[src/rtl/npt_pkg.sv]
`timescale 1ns / 1ps
`default_nettype none

package npt_pkg;

    // table geometry
    localparam int TABLE_SLOTS = 16;
    localparam int SLOT_IDX_W  = $clog2(TABLE_SLOTS);
    // scan counter holds TABLE_SLOTS + 1, the last drain step of the pipeline
    localparam int SCAN_CNT_W  = $clog2(TABLE_SLOTS + 2);

    // field widths
    localparam int MAC_W      = 48;
    localparam int TIME_W     = 32;
    localparam int SIGHT_W    = 8;
    localparam int STATUS_W   = 2;
    localparam int COUNT_W    = 5;
    localparam int OUT_IDX_W  = 4;
    localparam int CFG_IDX_W  = 2;
    localparam int CFG_DATA_W = 32;

    localparam int IN_TDATA_W  = MAC_W + TIME_W;
    localparam int OUT_TDATA_W = 2 * COUNT_W + OUT_IDX_W + STATUS_W;

    localparam logic [SIGHT_W-1:0] SIGHT_MAX = '1;
    localparam logic [COUNT_W-1:0] COUNT_MAX = '1;

    // entry status codes
    localparam logic [STATUS_W-1:0] ST_CANDIDATE = 2'd0;
    localparam logic [STATUS_W-1:0] ST_CONFIRMED = 2'd1;
    localparam logic [STATUS_W-1:0] ST_STALE     = 2'd2;

    // configuration register indexes
    localparam logic [CFG_IDX_W-1:0] REG_CONFIRM_THRESHOLD = 2'd0;
    localparam logic [CFG_IDX_W-1:0] REG_STALE_AFTER_MS    = 2'd1;
    localparam logic [CFG_IDX_W-1:0] REG_REMOVE_AFTER_MS   = 2'd2;

    // reset values of the configuration registers
    localparam logic [SIGHT_W-1:0] CONFIRM_THRESHOLD_RST = 8'd3;
    localparam logic [TIME_W-1:0]  STALE_AFTER_MS_RST    = 32'd5000;
    localparam logic [TIME_W-1:0]  REMOVE_AFTER_MS_RST   = 32'd15000;

    // controller to datapath commands
    typedef struct packed {
        logic                  accept;
        logic                  issue;
        logic [SLOT_IDX_W-1:0] addr;
        logic                  update;
        logic                  load_out;
    } npt_cmd_t;

    // datapath to controller status
    typedef struct packed {
        logic sweep;
        logic out_free;
    } npt_sts_t;

endpackage

`default_nettype wire

[src/rtl/neighbor_presence_table_top.sv]
// channel   direction  handshake                    payload
// s_axis    in         s_axis_tvalid/s_axis_tready  tdata: neighbor_mac, now_ms; tuser: action
// m_axis    out        m_axis_tvalid/m_axis_tready  tdata: counts, slot_index, entry_status;
//                                                   tuser: slot_valid
// cfg       in         cfg_valid/cfg_ready          cfg_index, cfg_data
//
// a note passes from input transfer to result transfer through a scan of one entry per
// cycle, its drain through the read and age stages, an update step and the output load;
// a sweep skips the update step
// one item is in work at a time; ready returns when its result is loaded into the output
// register, and a later result waits in the finish step while that one is stalled
// reset clears the used bits, totals and registers; no clearing pass is needed
// cfg_ready is always high
`timescale 1ns / 1ps
`default_nettype none

module neighbor_presence_table_top
    import npt_pkg::*;
(
    input  wire logic                  clk,
    input  wire logic                  rst_n,
    input  wire logic                  s_axis_tvalid,
    output logic                       s_axis_tready,
    input  wire logic [IN_TDATA_W-1:0] s_axis_tdata,  // neighbor_mac, now_ms
    input  wire logic                  s_axis_tuser,  // action
    output logic                       m_axis_tvalid,
    input  wire logic                  m_axis_tready,
    // present_count, confirmed_count, slot_index, entry_status
    output logic [OUT_TDATA_W-1:0]     m_axis_tdata,
    output logic                       m_axis_tuser,  // slot_valid
    input  wire logic                  cfg_valid,
    output logic                       cfg_ready,
    input  wire logic [CFG_IDX_W-1:0]  cfg_index,
    input  wire logic [CFG_DATA_W-1:0] cfg_data
);

    npt_cmd_t cmd;
    npt_sts_t sts;

    // configuration is taken in any cycle
    assign cfg_ready = 1'b1;

    npt_ctrl u_ctrl (
        .clk           (clk),
        .rst_n         (rst_n),
        .s_axis_tvalid (s_axis_tvalid),
        .s_axis_tready (s_axis_tready),
        .sts           (sts),
        .cmd           (cmd)
    );

    npt_datapath u_dp (
        .clk           (clk),
        .rst_n         (rst_n),
        .cmd           (cmd),
        .sts           (sts),
        .s_axis_tdata  (s_axis_tdata),
        .s_axis_tuser  (s_axis_tuser),
        .cfg_valid     (cfg_valid),
        .cfg_index     (cfg_index),
        .cfg_data      (cfg_data),
        .m_axis_tvalid (m_axis_tvalid),
        .m_axis_tready (m_axis_tready),
        .m_axis_tdata  (m_axis_tdata),
        .m_axis_tuser  (m_axis_tuser)
    );

endmodule

`default_nettype wire

[src/rtl/npt_ctrl.sv]
`timescale 1ns / 1ps
`default_nettype none

module npt_ctrl
    import npt_pkg::*;
(
    input  wire logic     clk,
    input  wire logic     rst_n,
    input  wire logic     s_axis_tvalid,
    output logic          s_axis_tready,
    input  wire npt_sts_t sts,
    output npt_cmd_t      cmd
);

    typedef enum logic [1:0] {
        S_IDLE,
        S_SCAN,
        S_UPDATE,
        S_FINISH
    } state_t;

    localparam logic [SCAN_CNT_W-1:0] CNT_SLOTS = SCAN_CNT_W'(TABLE_SLOTS);
    localparam logic [SCAN_CNT_W-1:0] CNT_LAST  = SCAN_CNT_W'(TABLE_SLOTS + 1);

    state_t                state_reg;
    logic [SCAN_CNT_W-1:0] cnt_reg;
    logic                  ready_reg;
    logic                  accept;

    assign accept        = (state_reg == S_IDLE) && s_axis_tvalid && ready_reg;
    assign s_axis_tready = ready_reg;

    // commands decoded from state, scan position, input valid and output room
    assign cmd.accept   = accept;
    assign cmd.issue    = (state_reg == S_SCAN) && (cnt_reg < CNT_SLOTS);
    assign cmd.addr     = cnt_reg[SLOT_IDX_W-1:0];
    assign cmd.update   = (state_reg == S_UPDATE);
    assign cmd.load_out = (state_reg == S_FINISH) && sts.out_free;

    // state, scan counter and ready
    always_ff @(posedge clk or negedge rst_n)
    begin
        if (!rst_n)
        begin
            state_reg <= S_IDLE;
            cnt_reg   <= '0;
            ready_reg <= 1'b1;
        end
        else
        begin
            case (state_reg)
                S_IDLE:
                begin
                    if (accept)
                    begin
                        state_reg <= S_SCAN;
                        cnt_reg   <= '0;
                        ready_reg <= 1'b0;
                    end
                end
                S_SCAN:
                begin
                    cnt_reg <= cnt_reg + 1'b1;
                    if (cnt_reg == CNT_LAST)
                    begin
                        state_reg <= sts.sweep ? S_FINISH : S_UPDATE;
                    end
                end
                S_UPDATE:
                begin
                    state_reg <= S_FINISH;
                end
                S_FINISH:
                begin
                    if (sts.out_free)
                    begin
                        state_reg <= S_IDLE;
                        ready_reg <= 1'b1;
                    end
                end
                default:
                begin
                    state_reg <= S_IDLE;
                    ready_reg <= 1'b1;
                end
            endcase
        end
    end

endmodule

`default_nettype wire

[src/rtl/npt_datapath.sv]
`timescale 1ns / 1ps
`default_nettype none

module npt_datapath
    import npt_pkg::*;
(
    input  wire logic                   clk,
    input  wire logic                   rst_n,
    input  wire npt_cmd_t               cmd,
    output npt_sts_t                    sts,
    input  wire logic [IN_TDATA_W-1:0]  s_axis_tdata,
    input  wire logic                   s_axis_tuser,
    input  wire logic                   cfg_valid,
    input  wire logic [CFG_IDX_W-1:0]   cfg_index,
    input  wire logic [CFG_DATA_W-1:0]  cfg_data,
    output logic                        m_axis_tvalid,
    input  wire logic                   m_axis_tready,
    output logic [OUT_TDATA_W-1:0]      m_axis_tdata,
    output logic                        m_axis_tuser
);

    // configuration
    logic [SIGHT_W-1:0] thr_reg;
    logic [TIME_W-1:0]  stale_reg;
    logic [TIME_W-1:0]  remove_reg;

    // latched item
    logic              sweep_reg;
    logic [MAC_W-1:0]  mac_reg;
    logic [TIME_W-1:0] now_reg;

    // entry memories and used bits
    logic [MAC_W-1:0]    mac_mem    [TABLE_SLOTS];
    logic [TIME_W-1:0]   last_mem   [TABLE_SLOTS];
    logic [SIGHT_W-1:0]  sight_mem  [TABLE_SLOTS];
    logic [STATUS_W-1:0] status_mem [TABLE_SLOTS];
    logic [TABLE_SLOTS-1:0] used_reg;

    // read stage
    logic                  s1_vld_reg;
    logic [SLOT_IDX_W-1:0] s1_slot_reg;
    logic                  s1_used_reg;
    logic [MAC_W-1:0]      s1_mac_reg;
    logic [TIME_W-1:0]     s1_last_reg;
    logic [SIGHT_W-1:0]    s1_sight_reg;
    logic [STATUS_W-1:0]   s1_status_reg;

    // age stage
    logic                  s2_vld_reg;
    logic [SLOT_IDX_W-1:0] s2_slot_reg;
    logic                  s2_used_reg;
    logic [TIME_W-1:0]     s2_age_reg;
    logic [STATUS_W-1:0]   s2_status_reg;

    // note search results
    logic                  hit_reg;
    logic [SLOT_IDX_W-1:0] hit_slot_reg;
    logic [SIGHT_W-1:0]    hit_sight_reg;
    logic [STATUS_W-1:0]   hit_status_reg;
    logic                  free_reg;
    logic [SLOT_IDX_W-1:0] free_slot_reg;

    // note result and sweep totals
    logic                  res_valid_reg;
    logic [OUT_IDX_W-1:0]  res_idx_reg;
    logic [STATUS_W-1:0]   res_status_reg;
    logic [COUNT_W-1:0]    acc_present_reg;
    logic [COUNT_W-1:0]    acc_confirmed_reg;
    logic [COUNT_W-1:0]    present_reg;
    logic [COUNT_W-1:0]    confirmed_reg;

    // output register
    logic                   out_valid_reg;
    logic [OUT_TDATA_W-1:0] out_data_reg;
    logic                   out_user_reg;

    // sweep evaluation
    logic                age_remove;
    logic                age_stale;
    logic                sw_live;
    logic [STATUS_W-1:0] sw_status;

    // note update
    logic                  upd_ok;
    logic [SLOT_IDX_W-1:0] upd_slot;
    logic [SIGHT_W-1:0]    base_sight;
    logic [STATUS_W-1:0]   base_status;
    logic [SIGHT_W-1:0]    sg1;
    logic [STATUS_W-1:0]   st1;
    logic [SIGHT_W-1:0]    sg2;
    logic [STATUS_W-1:0]   st2;

    // status port write mux
    logic                  st_we;
    logic [SLOT_IDX_W-1:0] st_waddr;
    logic [STATUS_W-1:0]   st_wdata;

    assign sts.sweep    = sweep_reg;
    assign sts.out_free = !out_valid_reg || m_axis_tready;

    assign m_axis_tvalid = out_valid_reg;
    assign m_axis_tdata  = out_data_reg;
    assign m_axis_tuser  = out_user_reg;

    // configuration writes
    always_ff @(posedge clk or negedge rst_n)
    begin
        if (!rst_n)
        begin
            thr_reg    <= CONFIRM_THRESHOLD_RST;
            stale_reg  <= STALE_AFTER_MS_RST;
            remove_reg <= REMOVE_AFTER_MS_RST;
        end
        else if (cfg_valid)
        begin
            case (cfg_index)
                REG_CONFIRM_THRESHOLD: thr_reg    <= cfg_data[SIGHT_W-1:0];
                REG_STALE_AFTER_MS:    stale_reg  <= cfg_data[TIME_W-1:0];
                REG_REMOVE_AFTER_MS:   remove_reg <= cfg_data[TIME_W-1:0];
                default:               ;
            endcase
        end
    end

    // input latch
    always_ff @(posedge clk)
    begin
        if (cmd.accept)
        begin
            sweep_reg <= s_axis_tuser;
            mac_reg   <= s_axis_tdata[MAC_W-1:0];
            now_reg   <= s_axis_tdata[IN_TDATA_W-1:MAC_W];
        end
    end

    // sweep age compares, removal wins over staleness
    assign age_remove = s2_age_reg > remove_reg;
    assign age_stale  = s2_age_reg > stale_reg;
    assign sw_live    = sweep_reg && s2_vld_reg && s2_used_reg;
    assign sw_status  = age_stale ? ST_STALE : s2_status_reg;

    // note update: stale re-entry, saturating count, confirmation
    always_comb
    begin
        upd_ok      = hit_reg || free_reg;
        upd_slot    = hit_reg ? hit_slot_reg : free_slot_reg;
        base_sight  = hit_reg ? hit_sight_reg : '0;
        base_status = hit_reg ? hit_status_reg : ST_CANDIDATE;
        if (base_status == ST_STALE)
        begin
            st1 = ST_CONFIRMED;
            sg1 = thr_reg;
        end
        else
        begin
            st1 = base_status;
            sg1 = base_sight;
        end
        sg2 = (sg1 != SIGHT_MAX) ? sg1 + 1'b1 : sg1;
        st2 = ((st1 != ST_CONFIRMED) && (sg2 >= thr_reg)) ? ST_CONFIRMED : st1;
    end

    // one write port on the status memory
    always_comb
    begin
        st_we    = 1'b0;
        st_waddr = s2_slot_reg;
        st_wdata = ST_STALE;
        if (cmd.update)
        begin
            st_we    = upd_ok;
            st_waddr = upd_slot;
            st_wdata = st2;
        end
        else if (sw_live && !age_remove && age_stale)
        begin
            st_we = 1'b1;
        end
    end

    // entry memories
    always_ff @(posedge clk)
    begin
        if (cmd.update && upd_ok)
        begin
            mac_mem[upd_slot]   <= mac_reg;
            last_mem[upd_slot]  <= now_reg;
            sight_mem[upd_slot] <= sg2;
        end
        if (st_we)
        begin
            status_mem[st_waddr] <= st_wdata;
        end
        if (cmd.issue)
        begin
            s1_mac_reg    <= mac_mem[cmd.addr];
            s1_last_reg   <= last_mem[cmd.addr];
            s1_sight_reg  <= sight_mem[cmd.addr];
            s1_status_reg <= status_mem[cmd.addr];
            s1_used_reg   <= used_reg[cmd.addr];
        end
        s1_slot_reg   <= cmd.addr;
        s2_slot_reg   <= s1_slot_reg;
        s2_used_reg   <= s1_used_reg;
        s2_age_reg    <= now_reg - s1_last_reg;
        s2_status_reg <= s1_status_reg;
    end

    // used bits, scan valids
    always_ff @(posedge clk or negedge rst_n)
    begin
        if (!rst_n)
        begin
            used_reg   <= '0;
            s1_vld_reg <= 1'b0;
            s2_vld_reg <= 1'b0;
        end
        else
        begin
            s1_vld_reg <= cmd.issue;
            s2_vld_reg <= s1_vld_reg;
            if (cmd.update && upd_ok)
            begin
                used_reg[upd_slot] <= 1'b1;
            end
            else if (sw_live && age_remove)
            begin
                used_reg[s2_slot_reg] <= 1'b0;
            end
        end
    end

    // note search: first matching used slot, lowest free slot
    always_ff @(posedge clk)
    begin
        if (cmd.accept)
        begin
            hit_reg  <= 1'b0;
            free_reg <= 1'b0;
        end
        else if (!sweep_reg && s1_vld_reg)
        begin
            if (s1_used_reg && (s1_mac_reg == mac_reg) && !hit_reg)
            begin
                hit_reg        <= 1'b1;
                hit_slot_reg   <= s1_slot_reg;
                hit_sight_reg  <= s1_sight_reg;
                hit_status_reg <= s1_status_reg;
            end
            if (!s1_used_reg && !free_reg)
            begin
                free_reg      <= 1'b1;
                free_slot_reg <= s1_slot_reg;
            end
        end
    end

    // note result
    always_ff @(posedge clk)
    begin
        if (cmd.update)
        begin
            res_valid_reg  <= upd_ok;
            res_idx_reg    <= upd_ok ? OUT_IDX_W'(upd_slot) : '0;
            res_status_reg <= upd_ok ? st2 : ST_CANDIDATE;
        end
    end

    // sweep totals, saturating
    always_ff @(posedge clk or negedge rst_n)
    begin
        if (!rst_n)
        begin
            acc_present_reg   <= '0;
            acc_confirmed_reg <= '0;
            present_reg       <= '0;
            confirmed_reg     <= '0;
        end
        else
        begin
            if (cmd.accept)
            begin
                acc_present_reg   <= '0;
                acc_confirmed_reg <= '0;
            end
            else if (sw_live && !age_remove)
            begin
                if (acc_present_reg != COUNT_MAX)
                begin
                    acc_present_reg <= acc_present_reg + 1'b1;
                end
                if ((sw_status == ST_CONFIRMED) && (acc_confirmed_reg != COUNT_MAX))
                begin
                    acc_confirmed_reg <= acc_confirmed_reg + 1'b1;
                end
            end
            if (cmd.load_out && sweep_reg)
            begin
                present_reg   <= acc_present_reg;
                confirmed_reg <= acc_confirmed_reg;
            end
        end
    end

    // output register
    always_ff @(posedge clk or negedge rst_n)
    begin
        if (!rst_n)
        begin
            out_valid_reg <= 1'b0;
        end
        else if (cmd.load_out)
        begin
            out_valid_reg <= 1'b1;
        end
        else if (m_axis_tready)
        begin
            out_valid_reg <= 1'b0;
        end
    end

    always_ff @(posedge clk)
    begin
        if (cmd.load_out)
        begin
            if (sweep_reg)
            begin
                out_data_reg <= {ST_CANDIDATE, OUT_IDX_W'(0),
                                 acc_confirmed_reg, acc_present_reg};
                out_user_reg <= 1'b0;
            end
            else
            begin
                out_data_reg <= {res_status_reg, res_idx_reg, confirmed_reg, present_reg};
                out_user_reg <= res_valid_reg;
            end
        end
    end

endmodule

`default_nettype wire

[config.mk]
export PLATFORM = sky130hd
export DESIGN_NAME = neighbor_presence_table_top
export DESIGN_NICKNAME = d
export VERILOG_FILES = /design/src/rtl/npt_pkg.sv /design/src/rtl/neighbor_presence_table_top.sv /design/src/rtl/npt_ctrl.sv /design/src/rtl/npt_datapath.sv
export SDC_FILE = /design/constraint.sdc
export NUM_CORES = 2
export LEC_CHECK = 0
export BUFFER_PORTS_ARGS = -buffer_cell sky130_fd_sc_hd__clkbuf_2
export CAP_MARGIN = 20
export CORE_MARGIN = 4
export CORE_UTILIZATION = 67
export CTS_CLUSTER_DIAMETER = 40
export DETAILED_ROUTE_END_ITERATION = 6
export MAX_ROUTING_LAYER = met4
export PLACE_DENSITY = 0.84
export SYNTH_ARGS = -nofsm -noshare
export SYNTH_HDL_FRONTEND = slang
export SYNTH_SLANG_ARGS = --single-unit
export TNS_END_PERCENT = 100
[constraint.sdc]
create_clock -name clk -period 9.3 [get_ports clk]
set_clock_uncertainty 0.15 [all_clocks]
set_input_delay 0.93 -clock clk [delete_from_list [all_inputs] [get_ports clk]]
set_output_delay 0.93 -clock clk [all_outputs]
set_load 0.03 [all_outputs]
==> impl_metrics.ini <==
[place]
place_area_mm2 = 0.0738
dp_hpwl_mm = 94.2
io_buffers = 138
routabilityCongestion = 0.931
dp.cells = 4837

[pwr]
p_total_mw = 23.8
worst_ir_drop_vdd_v = 0.000287
cellLeakagePower_nw = 27.2
p_per_area_mw_per_mm2 = 297

[detailed_routing]
routed-via-count = 38000
drtIter0Drc = 6107
m1WireLength_mm = 65.0
drtAntennaViolNets = 0
wl_per_cell_um = 37.0
routed-wl-met2_mm = 97.7
remaining_drc_errors = 15
met3_length_mm = 20.3
vias_per_cell = 7.30
first_pass_iters = 7
highest_layer = met4
finalWirelength_mm = 193

[clock_network]
ctsHoldBuffers = 0
clock_latency_ns = 0.81
clock_path_buffers = 3
cts_resized = 0
root_buffer = clkbuf_16
cts_sinks = 1818
cts_buffers = 190
cts_setup_buffers = 0
htreeDepth = 4
cts_tree = done
path_clk_slew_ns = 0.06

[setup_path]
rr_worst_depth = 18
path_class = register to register
path_cells = and2_1 > inv_1 > ha_1 > nor2b_1 > a22o_1 > ha_1 > nand2_1 > nor2_1 > nand3_1 > mux2_2 > ha_1 > a21o_1 > a21o_1 > a21o_1 > a211o_1 > a211oi_1 > or3_1 > a21boi_1
required_ns = 9.58
critPathSlowestCell = dfxtp_1
cp_max_fo = 27
cp.arrival_ns = 6.48
cp_slowest_stage_delay_ns = 0.89
start_kind = register
end_kind = register

[synthesis]
async_reset_ff_share_pct = 6.55
synth_seq_cells = 1818
yosys-top-cells-area = edfxtp_1 (70%), mux4_2 (14%), dfrtp_1 (3.7%), ha_1 (2.1%), mux2_2 (1.3%)
synth-simple-area-share_pct = 2.14
synth_top_family_by_area = multiplexers
synth_fp_nets = 3616
synth-edff-count = 1654
yosys.area_share.xor_xnor_pct = 0.922
yosysWarnings = 0
avgSynthCellArea_um2 = 21.1
synth_compound_area_share_pct = 2.43
synth-main-ff-cell = edfxtp_1
yosysTopAreaCellShare_pct = 69.7
ys_seq_area_share_pct = 75.2
syn_inst = 3378
synth_fa_ha_area_share_pct = 2.08
netlist_area_mm2 = 0.0712
synth.area.mux_share_pct = 15.8
synth_cell_types = 71
synth_top_area_cell = edfxtp_1

[cells_and_area]
final_common_cell = edfxtp_1
reg.largest.list = u_dp.mac_mem (768), u_dp.last_mem (512), u_dp.sight_mem (128)
fillers = 5030
synthToLayoutAreaGrowth_pct = 12.7
final_cell_mix = edfxtp_1 (1654), mux4_2 (455), clkbuf_16 (195)
regArea_mm2 = 0.0536
largest_register_ffs = 768
post_route_cells_drive_above_1_share_pct = 28.7
nNetsFinal = 3884
fin_cells = 5209
final_area_mm2 = 0.0803
top_register = u_dp.mac_mem
multi_input_area_mm2 = 0.0168

[floorplanning]
die_width_um = 334
boundaryPins = 140
die_h_um = 334
core.rowCount = 119
dieArea_mm2 = 0.112
core_region_area_mm2 = 0.105
floorplan.initialDensity_pct = 67.6

[outcome]
status = finished, violations left
violations = design-rule violations

[grt]
grt_pass1_wl_mm = 280
grtUsageTotal_pct = 36.5
grt_max_degree = 109
grt.overflow.total = 0
antenna_found_initial = 9
grt_pass1_vias = 39200

[flow_run]
drv_cap = 0

[timing]
slew_viol_final = 0
hold_viol_final = 0
setup_viol = 0
clock.fmax_ghz = 0.161
slew_headroom_pct = 17.7
tns_ns = 0
post-route-period-util_pct = 66.7
tightestPinTransition_ns = 1.23
post-route-min-period_ns = 6.21
hold_slack_ns = 0.0309
rsz0062_at_grt = false

[worst_hold_path]
holdCritPathClass = input port to async pin
[layer usage]
metal / global-route usage, % / vias up
met4: 16.4 / 0
li1: - / 14400
met5: - / -
met1: 46.3 / 19500
met2: 58.3 / 3449
met3: 7.49 / 642
[logic make-up after synthesis]
logic type	Yosys count
buf+inv	259
compound gates	248
other cells	1
fa+ha+maj	118
flops	1818
mux	547
simple gates	312
xor+xnor	75
[worst max-delay path, delay by kind of cell (launching register included)]
family                     cells  cell delay, ns
muxes                          1            0.49
AOI/OAI and AO/OA              7            1.66
buffers and inverters          1            0.07
and+or+nand+nor                6            1.66
DFF                            1            0.89
adders and majority gates      3            0.92
[power by group]
part	switching (mW)	total [mW]	internal, mW
registers	0.645	10.4	9.75
logic	3.09	5.68	2.59
clock network	3.36	7.77	4.41
[layout make-up]
class | instances | share of cell area (%)
clock inverters | 118 | 1.57
flip-flops and latches | 1818 | 66.7
well taps | 1391 | 2.17
clock buffers | 235 | 6.29
diodes | 11 | 0.0343
multi-input cells | 1301 | 20.9
repair buffers | 204 | 1.65
inverters | 131 | 0.616
[through the flow]
step	worst slack (ns)	util, %
6_report	3.09	76.2
5_1_grt	2.76	76.2
4_1_cts	2.39	76.0
3_5_place_dp	2.55	70.0
3_3_place_gp	3.17	70.0
2_1_floorplan	3.33	-
[Yosys cell counts (18+ instances only)]
master,n
mux2_2,84
a21oi_1,49
dfxtp_1,45
nand3_1,27
xor2_1,42
ha_1,117
o21ai_0,59
dfrtp_1,104
nand2_1,83
buf_1,39
edfxtp_1,1654
nor2_1,83
clkbuf_1,83
a21o_1,27
and3_1,18
mux4_2,455
xnor2_1,33
inv_1,131
[path summary, 6_finish.rpt]
path | start | to | slack, ns
max | u_dp.hit_reg$_SDFFE_PP0P_ | u_dp.status_mem[0][0]$_DFFE_PP_ | 3.09
max reg2reg | u_dp.hit_reg$_SDFFE_PP0P_ | u_dp.status_mem[0][0]$_DFFE_PP_ | 3.09
max in group asynchronous | rst_n | u_ctrl.cnt_reg[2]$_DFFE_PN0P_ | 7.49
min | rst_n | u_dp.stale_reg[16]$_DFFE_PN0P_ | 0.03
min reg2reg | u_dp.s1_slot_reg[0]$_DFF_P_ | u_dp.s2_slot_reg[0]$_DFF_P_ | 0.23
min in group clk | s_axis_tdata[12] | u_dp.mac_reg[12]$_DFFE_PP_ | 0.15
Note: power is estimated with default switching activity, not from simulation.
